**src/rtl/core/ypc_pkg.sv**
```systemverilog
// Shared constants, control struct and helpers for the yaw/pitch camera pose unit.
package ypc_pkg;

  localparam int ANGLE_BITS_DEF = 16;

  localparam int MUL_AW  = 50;
  localparam int MUL_BW  = 18;
  localparam int MUL_ACW = 68;

  localparam int POLY_A = 102944;
  localparam int POLY_B = 42047;
  localparam int POLY_C = 4640;

  localparam logic signed [MUL_ACW-1:0] SAT_HI = MUL_ACW'(64'sd2147483647);
  localparam logic signed [MUL_ACW-1:0] SAT_LO = -MUL_ACW'(64'sd2147483648);

  typedef struct packed {
    logic start;
    logic keep;
    logic neg;
  } mul_ctl_t;

  function automatic logic signed [31:0] sat32(input logic signed [MUL_ACW-1:0] v);
    logic signed [31:0] r;
    if (v > SAT_HI) begin
      r = 32'sh7fffffff;
    end else if (v < SAT_LO) begin
      r = 32'sh80000000;
    end else begin
      r = v[31:0];
    end
    return r;
  endfunction

endpackage

```
**src/rtl/core/ypc_smul.sv**
```systemverilog
// Bit-serial signed multiply-accumulate unit, one multiplier bit per cycle.
module ypc_smul #(
  parameter int AW  = ypc_pkg::MUL_AW,
  parameter int BW  = ypc_pkg::MUL_BW,
  parameter int ACW = ypc_pkg::MUL_ACW
) (
  input  logic                   clk,
  input  logic                   rst_n,
  input  ypc_pkg::mul_ctl_t      ctl,
  input  logic signed [AW-1:0]   a_i,
  input  logic signed [BW-1:0]   b_i,
  input  logic signed [ACW-1:0]  init_i,
  output logic                   done_o,
  output logic signed [ACW-1:0]  acc_o
);

  localparam int CW = $clog2(BW);

  logic                  busy_r;
  logic                  done_r;
  logic [CW-1:0]         cnt_r;
  logic signed [ACW-1:0] a_r;
  logic [BW-1:0]         b_r;
  logic signed [ACW-1:0] acc_r;

  always_ff @(posedge clk) begin
    if (!rst_n) begin
      busy_r <= 1'b0;
      done_r <= 1'b0;
    end else begin
      done_r <= 1'b0;
      if (ctl.start) begin
        a_r    <= ctl.neg ? -ACW'(a_i) : ACW'(a_i);
        b_r    <= b_i;
        cnt_r  <= '0;
        busy_r <= 1'b1;
        if (!ctl.keep) begin
          acc_r <= init_i;
        end
      end else if (busy_r) begin
        // top bit of the multiplier carries negative weight
        if (b_r[0]) begin
          acc_r <= (cnt_r == CW'(BW-1)) ? acc_r - a_r : acc_r + a_r;
        end
        a_r   <= a_r <<< 1;
        b_r   <= b_r >> 1;
        cnt_r <= cnt_r + 1'b1;
        if (cnt_r == CW'(BW-1)) begin
          busy_r <= 1'b0;
          done_r <= 1'b1;
        end
      end
    end
  end

  assign done_o = done_r;
  assign acc_o  = acc_r;

endmodule

```
**src/rtl/core/yaw_pitch_camera_pose_unit.sv**
```systemverilog
// Top level: camera pose state, sequencer and view-matrix row output.
//
// Input channel (in_*): one beat per item. tuser = kind (0 move, 1 set pose),
// tdata = x, y, z (Q16.16), yaw, pitch (binary angles).
// Output channel (out_*): three beats per item, view matrix rows 0..2;
// tlast marks row 2. Row 3 is always 0 0 0 1 and is not sent.
// All products run through one bit-serial multiplier; a set-pose item uses
// 28 products, a move item 36 products.
// A new item is taken only when the sequencer is idle; a finished row 2
// may still sit in the output register at that time.
// When the receiver stalls, the sequencer holds before loading the next
// row until the output register is free.
// Reset (rst_n low, synchronous) clears position and angles to zero,
// cosines to 32767 and sines to zero, and empties the output register.
module yaw_pitch_camera_pose_unit #(
  parameter int ANGLE_BITS = ypc_pkg::ANGLE_BITS_DEF
) (
  input  logic         clk,
  input  logic         rst_n,
  input  logic         in_tvalid,
  output logic         in_tready,
  input  logic [127:0] in_tdata,   // in_x, in_y, in_z, in_yaw, in_pitch
  input  logic         in_tuser,   // kind
  output logic         out_tvalid,
  input  logic         out_tready,
  output logic [87:0]  out_tdata,  // row, m_col0, m_col1, m_col2, m_offset, zero pad
  output logic         out_tlast
);

  localparam int AB  = ANGLE_BITS;
  localparam int EW  = ((AB > 16) ? AB : 16) + 2;
  localparam int AW  = ypc_pkg::MUL_AW;
  localparam int BW  = ypc_pkg::MUL_BW;
  localparam int ACW = ypc_pkg::MUL_ACW;

  localparam logic [AB-1:0]        QTR  = {2'b01, {(AB-2){1'b0}}};
  localparam logic signed [EW-1:0] PMAX = EW'(QTR);
  localparam logic signed [EW-1:0] PMIN = -EW'(QTR);
  localparam logic signed [ACW-1:0] RND15 = ACW'(16384);
  localparam logic signed [ACW-1:0] RND30 = ACW'(64'sd536870912);

  typedef enum logic [1:0] {ST_IDLE, ST_ISSUE, ST_WAIT, ST_EMIT} state_t;

  typedef enum logic [4:0] {
    OP_Z2, OP_T1, OP_T2, OP_S,
    OP_IN0, OP_IN1, OP_DX0, OP_DX1, OP_DZ0, OP_DZ1, OP_DY0, OP_DY1,
    OP_M10, OP_M12, OP_M20, OP_M22,
    OP_R0A, OP_R0B, OP_R1A, OP_R1B, OP_R1C, OP_R2A, OP_R2B, OP_R2C
  } op_t;

  state_t             st_r;
  op_t                op_r;
  logic [1:0]         ang_r;
  logic [1:0]         row_r;
  logic               move_r;
  logic signed [31:0] vx_r, vy_r, vz_r;
  logic [AB-1:0]      yaw_r;
  logic signed [AB-1:0] pitch_r;
  logic signed [15:0] ys_r, yc_r, ps_r, pc_r;
  logic signed [15:0] m10_r, m12_r, m20_r, m22_r;
  logic [16:0]        z2_r;
  logic [BW-1:0]      t_r;
  logic signed [AW-1:0] inner_r;
  logic signed [31:0] px_r, py_r, pz_r;
  logic signed [31:0] off_r;

  logic               out_valid_r;
  logic [1:0]         o_row_r;
  logic signed [15:0] o_c0_r, o_c1_r, o_c2_r;
  logic signed [31:0] o_off_r;

  ypc_pkg::mul_ctl_t    mctl;
  logic signed [AW-1:0] a_op;
  logic signed [BW-1:0] b_op;
  logic signed [ACW-1:0] init_op;
  logic                 mdone;
  logic signed [ACW-1:0] acc;

  ypc_smul #(.AW(AW), .BW(BW), .ACW(ACW)) u_mul (
    .clk    (clk),
    .rst_n  (rst_n),
    .ctl    (mctl),
    .a_i    (a_op),
    .b_i    (b_op),
    .init_i (init_op),
    .done_o (mdone),
    .acc_o  (acc)
  );

  // angle reduction for the sine being evaluated
  logic [AB-1:0]  ang_sel;
  logic [1:0]     quad;
  logic [AB-2:0]  xm;
  logic [AB+14:0] zw;
  logic [16:0]    z;
  logic [BW-1:0]  s_w, q_w;
  logic signed [15:0] qs, sin_v;

  always_comb begin
    case (ang_r)
      2'd0:    ang_sel = yaw_r;
      2'd1:    ang_sel = yaw_r + QTR;
      2'd2:    ang_sel = pitch_r;
      default: ang_sel = pitch_r + QTR;
    endcase
    quad = ang_sel[AB-1:AB-2];
    xm   = quad[0] ? (QTR[AB-2:0] - {1'b0, ang_sel[AB-3:0]}) : {1'b0, ang_sel[AB-3:0]};
    zw   = {xm, 16'b0} >> (AB-2);
    z    = zw[16:0];
    s_w  = acc[33:16];
    q_w  = (s_w + 1'b1) >> 1;
    qs   = (q_w > BW'(32767)) ? 16'sd32767 : signed'(q_w[15:0]);
    sin_v = quad[1] ? -qs : qs;
  end

  // pose update on an accepted beat
  logic signed [31:0]   in_x, in_y, in_z;
  logic signed [15:0]   in_yaw, in_pitch;
  logic signed [EW-1:0] ydel, pbase, psum, pcl;
  logic [AB-1:0]        yaw_nxt;

  always_comb begin
    in_x     = signed'(in_tdata[31:0]);
    in_y     = signed'(in_tdata[63:32]);
    in_z     = signed'(in_tdata[95:64]);
    in_yaw   = signed'(in_tdata[111:96]);
    in_pitch = signed'(in_tdata[127:112]);
    ydel     = EW'(in_yaw);
    yaw_nxt  = (in_tuser ? '0 : yaw_r) + ydel[AB-1:0];
    pbase    = in_tuser ? '0 : EW'(pitch_r);
    psum     = pbase + EW'(in_pitch);
    if (psum > PMAX) begin
      pcl = PMAX;
    end else if (psum < PMIN) begin
      pcl = PMIN;
    end else begin
      pcl = psum;
    end
  end

  // operand selection
  always_comb begin
    mctl.start = (st_r == ST_ISSUE);
    mctl.keep  = 1'b0;
    mctl.neg   = 1'b0;
    a_op       = '0;
    b_op       = '0;
    init_op    = '0;
    case (op_r)
      OP_Z2: begin a_op = AW'(z); b_op = BW'(z); end
      OP_T1: begin a_op = AW'(z2_r); b_op = BW'(ypc_pkg::POLY_C); end
      OP_T2: begin a_op = AW'(z2_r); b_op = t_r; end
      OP_S:  begin a_op = AW'(z); b_op = t_r; end
      OP_IN0: begin a_op = AW'(vy_r); b_op = BW'(ps_r); end
      OP_IN1: begin a_op = AW'(vz_r); b_op = BW'(pc_r); mctl.keep = 1'b1; end
      OP_DX0: begin a_op = AW'(vx_r) <<< 15; b_op = BW'(yc_r); init_op = RND30; end
      OP_DX1: begin a_op = inner_r; b_op = BW'(ys_r); mctl.keep = 1'b1; end
      OP_DZ0: begin
        a_op = AW'(vx_r) <<< 15; b_op = BW'(ys_r); init_op = RND30; mctl.neg = 1'b1;
      end
      OP_DZ1: begin a_op = inner_r; b_op = BW'(yc_r); mctl.keep = 1'b1; end
      OP_DY0: begin a_op = AW'(vy_r); b_op = BW'(pc_r); init_op = RND15; end
      OP_DY1: begin
        a_op = AW'(vz_r); b_op = BW'(ps_r); mctl.keep = 1'b1; mctl.neg = 1'b1;
      end
      OP_M10: begin a_op = AW'(ps_r); b_op = BW'(ys_r); init_op = RND15; end
      OP_M12: begin a_op = AW'(ps_r); b_op = BW'(yc_r); init_op = RND15; end
      OP_M20: begin a_op = AW'(pc_r); b_op = BW'(ys_r); init_op = RND15; end
      OP_M22: begin a_op = AW'(pc_r); b_op = BW'(yc_r); init_op = RND15; end
      OP_R0A: begin
        a_op = AW'(px_r); b_op = BW'(yc_r); init_op = RND15; mctl.neg = 1'b1;
      end
      OP_R0B: begin a_op = AW'(pz_r); b_op = BW'(ys_r); mctl.keep = 1'b1; end
      OP_R1A: begin
        a_op = AW'(px_r); b_op = BW'(m10_r); init_op = RND15; mctl.neg = 1'b1;
      end
      OP_R1B: begin
        a_op = AW'(py_r); b_op = BW'(pc_r); mctl.keep = 1'b1; mctl.neg = 1'b1;
      end
      OP_R1C: begin
        a_op = AW'(pz_r); b_op = BW'(m12_r); mctl.keep = 1'b1; mctl.neg = 1'b1;
      end
      OP_R2A: begin
        a_op = AW'(px_r); b_op = BW'(m20_r); init_op = RND15; mctl.neg = 1'b1;
      end
      OP_R2B: begin a_op = AW'(py_r); b_op = BW'(ps_r); mctl.keep = 1'b1; end
      OP_R2C: begin
        a_op = AW'(pz_r); b_op = BW'(m22_r); mctl.keep = 1'b1; mctl.neg = 1'b1;
      end
      default: begin a_op = '0; b_op = '0; end
    endcase
  end

  logic out_free;
  assign out_free  = !out_valid_r || out_tready;
  assign in_tready = (st_r == ST_IDLE);

  always_ff @(posedge clk) begin
    if (!rst_n) begin
      st_r        <= ST_IDLE;
      op_r        <= OP_Z2;
      ang_r       <= 2'd0;
      row_r       <= 2'd0;
      out_valid_r <= 1'b0;
      px_r        <= '0;
      py_r        <= '0;
      pz_r        <= '0;
      yaw_r       <= '0;
      pitch_r     <= '0;
      yc_r        <= 16'sd32767;
      ys_r        <= '0;
      pc_r        <= 16'sd32767;
      ps_r        <= '0;
    end else begin
      if (out_valid_r && out_tready) begin
        out_valid_r <= 1'b0;
      end
      case (st_r)
        ST_IDLE: begin
          if (in_tvalid) begin
            move_r  <= !in_tuser;
            vx_r    <= in_x;
            vy_r    <= in_y;
            vz_r    <= in_z;
            yaw_r   <= yaw_nxt;
            pitch_r <= pcl[AB-1:0];
            if (in_tuser) begin
              px_r <= in_x;
              py_r <= in_y;
              pz_r <= in_z;
            end
            ang_r <= 2'd0;
            op_r  <= OP_Z2;
            st_r  <= ST_ISSUE;
          end
        end
        ST_ISSUE: begin
          st_r <= ST_WAIT;
        end
        ST_WAIT: begin
          if (mdone) begin
            st_r <= ST_ISSUE;
            case (op_r)
              OP_Z2: begin z2_r <= acc[32:16]; op_r <= OP_T1; end
              OP_T1: begin
                t_r <= BW'(ypc_pkg::POLY_B) - BW'(acc[32:16]); op_r <= OP_T2;
              end
              OP_T2: begin
                t_r <= BW'(ypc_pkg::POLY_A) - acc[33:16]; op_r <= OP_S;
              end
              OP_S: begin
                case (ang_r)
                  2'd0:    ys_r <= sin_v;
                  2'd1:    yc_r <= sin_v;
                  2'd2:    ps_r <= sin_v;
                  default: pc_r <= sin_v;
                endcase
                if (ang_r != 2'd3) begin
                  ang_r <= ang_r + 2'd1;
                  op_r  <= OP_Z2;
                end else begin
                  op_r <= move_r ? OP_IN0 : OP_M10;
                end
              end
              OP_IN0: op_r <= OP_IN1;
              OP_IN1: begin inner_r <= acc[AW-1:0]; op_r <= OP_DX0; end
              OP_DX0: op_r <= OP_DX1;
              OP_DX1: begin
                px_r <= ypc_pkg::sat32(ACW'(px_r) + (acc >>> 30)); op_r <= OP_DZ0;
              end
              OP_DZ0: op_r <= OP_DZ1;
              OP_DZ1: begin
                pz_r <= ypc_pkg::sat32(ACW'(pz_r) + (acc >>> 30)); op_r <= OP_DY0;
              end
              OP_DY0: op_r <= OP_DY1;
              OP_DY1: begin
                py_r <= ypc_pkg::sat32(ACW'(py_r) + (acc >>> 15)); op_r <= OP_M10;
              end
              OP_M10: begin m10_r <= acc[30:15]; op_r <= OP_M12; end
              OP_M12: begin m12_r <= acc[30:15]; op_r <= OP_M20; end
              OP_M20: begin m20_r <= acc[30:15]; op_r <= OP_M22; end
              OP_M22: begin m22_r <= acc[30:15]; op_r <= OP_R0A; end
              OP_R0A: op_r <= OP_R0B;
              OP_R0B: begin
                off_r <= ypc_pkg::sat32(acc >>> 15);
                row_r <= 2'd0;
                op_r  <= OP_R1A;
                st_r  <= ST_EMIT;
              end
              OP_R1A: op_r <= OP_R1B;
              OP_R1B: op_r <= OP_R1C;
              OP_R1C: begin
                off_r <= ypc_pkg::sat32(acc >>> 15);
                row_r <= 2'd1;
                op_r  <= OP_R2A;
                st_r  <= ST_EMIT;
              end
              OP_R2A: op_r <= OP_R2B;
              OP_R2B: op_r <= OP_R2C;
              OP_R2C: begin
                off_r <= ypc_pkg::sat32(acc >>> 15);
                row_r <= 2'd2;
                st_r  <= ST_EMIT;
              end
              default: st_r <= ST_IDLE;
            endcase
          end
        end
        ST_EMIT: begin
          if (out_free) begin
            out_valid_r <= 1'b1;
            o_row_r     <= row_r;
            o_off_r     <= off_r;
            case (row_r)
              2'd0: begin
                o_c0_r <= yc_r; o_c1_r <= '0; o_c2_r <= -ys_r;
              end
              2'd1: begin
                o_c0_r <= m10_r; o_c1_r <= pc_r; o_c2_r <= m12_r;
              end
              default: begin
                o_c0_r <= m20_r; o_c1_r <= -ps_r; o_c2_r <= m22_r;
              end
            endcase
            st_r <= (row_r == 2'd2) ? ST_IDLE : ST_ISSUE;
          end
        end
        default: st_r <= ST_IDLE;
      endcase
    end
  end

  assign out_tvalid = out_valid_r;
  assign out_tdata  = {6'b0, o_off_r, o_c2_r, o_c1_r, o_c0_r, o_row_r};
  assign out_tlast  = (o_row_r == 2'd2);

endmodule
```
**config.mk**
```make
export PLATFORM = sky130hd
export DESIGN_NAME = yaw_pitch_camera_pose_unit
export DESIGN_NICKNAME = d
export VERILOG_FILES = /design/src/rtl/core/ypc_pkg.sv /design/src/rtl/core/ypc_smul.sv /design/src/rtl/core/yaw_pitch_camera_pose_unit.sv
export SDC_FILE = /design/constraint.sdc
export NUM_CORES = 2
export LEC_CHECK = 0
export ABC_CLOCK_PERIOD_IN_PS = 10700
export BUFFER_PORTS_ARGS = -buffer_cell sky130_fd_sc_hd__buf_2
export CORE_MARGIN = 2
export CORE_UTILIZATION = 62
export CTS_BUF_LIST = sky130_fd_sc_hd__clkbuf_4 sky130_fd_sc_hd__clkbuf_8
export DETAILED_ROUTE_END_ITERATION = 8
export PLACE_DENSITY = 0.8
export SKIP_CTS_REPAIR_TIMING = 1
export SYNTH_ARGS = -nofsm -noshare
export SYNTH_HDL_FRONTEND = slang
export SYNTH_SLANG_ARGS = --single-unit
```
**constraint.sdc**
```tcl
create_clock -name clk -period 10.7 [get_ports clk]
set_input_delay 1.605 -clock clk [delete_from_list [all_inputs] [get_ports clk]]
set_output_delay 1.605 -clock clk [all_outputs]
set_load 0.01 [all_outputs]
```
==> impl_metrics.ini <==
[outcome]
status = finished with violations
violations = DRC

[critical_path]
crit_family = compound AO/OA/AOI/OAI gates
cp.required_ps = 11210
crit_chain = or4_1 > nor3b_1 > nand4_1 > nor2_1 > a21oi_1 > xnor2_1 > ha_1 > a21o_1 > a21oi_1 > o21bai_1 > o211ai_1 > a2111oi_0 > nor3_1 > o31ai_1 > a31oi_1 > a21o_1 > o21ai_0 > xnor2_1 > nor2_1
critPathBufInv = 0
reg2reg_setup_slack_ps = 4400
slowest_delay_ps = 690
path_max_fanout = 6
cp_slowest_cell = nor3b_1
end_kind = register
crit_type = reg -> reg
critPathLaunchType = register
worstPathArrival_ps = 6810

[timing]
timing.final.crit_share = 0.589
min_period_ps = 6300
rsz0062_at_grt = false
setup_ws_ps = 4400
setup_violations = 0
drv_slew = 0
fmax_ghz = 0.159
whs_ps = 418
finalSetupTns_ps = 0
finalHoldViolCount = 0
skew_ps = 104
tightest_slew_ps = 1260
maxSlewHeadroom = 0.159

[power]
switchingPower_mw = 2.72
clockPowerShare = 0.329
power.leakage_nw = 20.0
pwr_density_cell_nw_per_um2 = 154
p_comb_frac = 0.250
p_sw_frac = 0.338
seqPwrFrac = 0.421
p_int_mw = 5.32
max-vdd-ir-drop_v = 0.000120
total_power_mw = 8.04

[finish]
fin_util = 0.688
finalInstanceArea_um2 = 52200
instances_no_fill = 6458
final_common_cell = nand2_1
drive_gt1_frac = 0.118
layout_common_cells = nand2_1, edfxtp_1, nor2_1
nets = 5705
area_delta_synth_final_pct = 9.89

[run]
maxCapViolations = 0

[placed_design]
portBuffers = 217
place_area_um2 = 49700
preCtsSetupSlack_ps = 4650
placed_cells = 6232
place_hpwl_um = 124000
gp_congestion = 1.04

[synthesis]
synth-compound-area-share = 0.230
yosys_warnings = 0
synthFlopType = edfxtp_1
yosys.area.top_type_share = 0.328
synth_top_area_cell = edfxtp_1
synth_top_family_by_area = compound AO/OA/AOI/OAI gates
netlist_instances = 5181
ys_async_sr_fraction = 0
ys_ff_latch = 725
yosysUniqueCellTypes = 104
synth_mux_area_frac = 0.0141
synth_area_per_cell_um2 = 9.17
synth_fa_ha_area_frac = 0.0668
yosys.area_share.simple = 0.169
synth_xor_area_frac = 0.0702
ys_seq_area_frac = 0.415
synthTopCellsByArea = edfxtp_1, dfxtp_1, ha_1
synthesis.area_um2 = 47500
synth-edff-count = 519

[clock_network]
clk_latency_ps = 830
clkSinkCount = 725
cts_tree = yes
clk_pin_slew_ps = 60
clk_path_buf_depth = 3
numCtsBuffers = 118
clockRootBuffer = clkbuf_8
cts_max_level = 3

[route]
dr.first_iter.drc_count = 5911
antenna_left = 0
drc = 1
wl_um = 170000
via_per_inst = 6.86
routedWlPerCell_um = 26.3
vias = 44300
drt_first_pass_iters = 9

[floorplan]
die_w_um = 281
die_area_um2 = 78900
start_util = 0.626
num_rows = 101
coreArea_um2 = 75900
dieHeight_um = 281
ioPinCount = 224

[global_route]
grt_max_degree = 96
grt_pass1_wl_um = 250000
track_usage = 0.421
overflow = 0
use_met3 = 0.0934
grt_util_met1 = 0.512
top_usage_layer = met2
antenna_found_initial = 6
grtUsageMet2 = 0.641
grt_pass1_vias = 40700

[worst_hold_path]
min_path_type = reg -> reg
cells in the mapped netlist, drive strengths merged (30+ instances only):
cell,instances
nor2b,75
o21ai,387
o21bai,30
xor2,167
or3,38
dfxtp,206
nand2,550
a21oi,379
a22o,45
a211oi,70
and2,45
o21a,39
nor3,135
o31ai,30
nand2b,38
a221oi,59
inv,108
mux2i,39
xnor2,213
edfxtp,519
nor4,56
o211ai,92
a222oi,32
nand3,121
a22oi,82
a21o,148
ha,244
and3,41
clkbuf,251
buf,56
a31oi,67
nor2,440
nand4,82
flip-flops by register name, summed over array words and instances (netlist names), 17 cells and up:
name	cells
vz_r	32
t_r	18
off_r	32
vx_r	32
vy_r	32
inner_r	50
z2_r	17
py_r	32
u_mul.b_r	18
u_mul.acc_o	68
o_off_r	32
px_r	32
u_mul.a_r	68
pz_r	32
power groups by stage:
| stage | Clock [mW] | Combinational [mW] | Sequential (mW) |
|---|---|---|---|
| floorplan | 0 | 1.41 | 3.35 |
| global placement | 0 | 1.91 | 3.43 |
| detailed placement | 0 | 1.94 | 3.43 |
| CTS | 2.63 | 1.95 | 3.37 |
| global route | 2.75 | 2.17 | 3.38 |
| finish | 2.64 | 2.01 | 3.38 |
routing by layer:
layer,routed length (um),vias to the layer above,share of wire
li1,-,19800,-
met5,40,-,0.00024
met1,60500,20800,0.36
met4,17000,8,0.10
met3,19200,789,0.11
met2,73000,2950,0.43
cell type report:
| class | instances | area (um2) |
|---|---|---|
| well taps | 1030 | 1290 |
| inverters | 108 | 409 |
| clock buffers | 166 | 2030 |
| multi-input cells | 4046 | 26400 |
| clock inverters | 55 | 509 |
| flip-flops and latches | 725 | 19700 |
| fillers | 6002 | 23700 |
| repair buffers | 323 | 1890 |
| diodes | 5 | 12.5 |
cell families (layout without fill, tap and decap cells):
family          count (synthesis)  in the layout
compound gates               1647           1647
xor+xnor                      380            380
fa+ha+maj                     250            250
buf+inv                       415            652
flops                         725            725
mux                            64             64
other cells                     1             11
simple gates                 1699           1699
path summary, 6_finish.rpt:
check / depth (start not counted) / to / from
setup / recovery: 19 / u_mul.acc_o[65] / u_mul.a_r[3]
setup reg to reg: 19 / u_mul.acc_o[65] / u_mul.a_r[3]
hold / removal: 0 / o_off_r[22] / off_r[22]
hold reg to reg: 0 / o_off_r[22] / off_r[22]
worst reg2reg max path: stages, from the launching register on:
cell,delay (ps)
edfxtp_1,460
or4_1,570
nor3b_1,690
nand4_1,390
nor2_1,380
a21oi_1,140
xnor2_1,160
ha_1,400
a21o_1,150
a21oi_1,60
o21bai_1,260
o211ai_1,170
a2111oi_0,460
nor3_1,200
o31ai_1,580
a31oi_1,290
a21o_1,240
o21ai_0,230
xnor2_1,140
nor2_1,50
(Power assumes the default switching activity.)
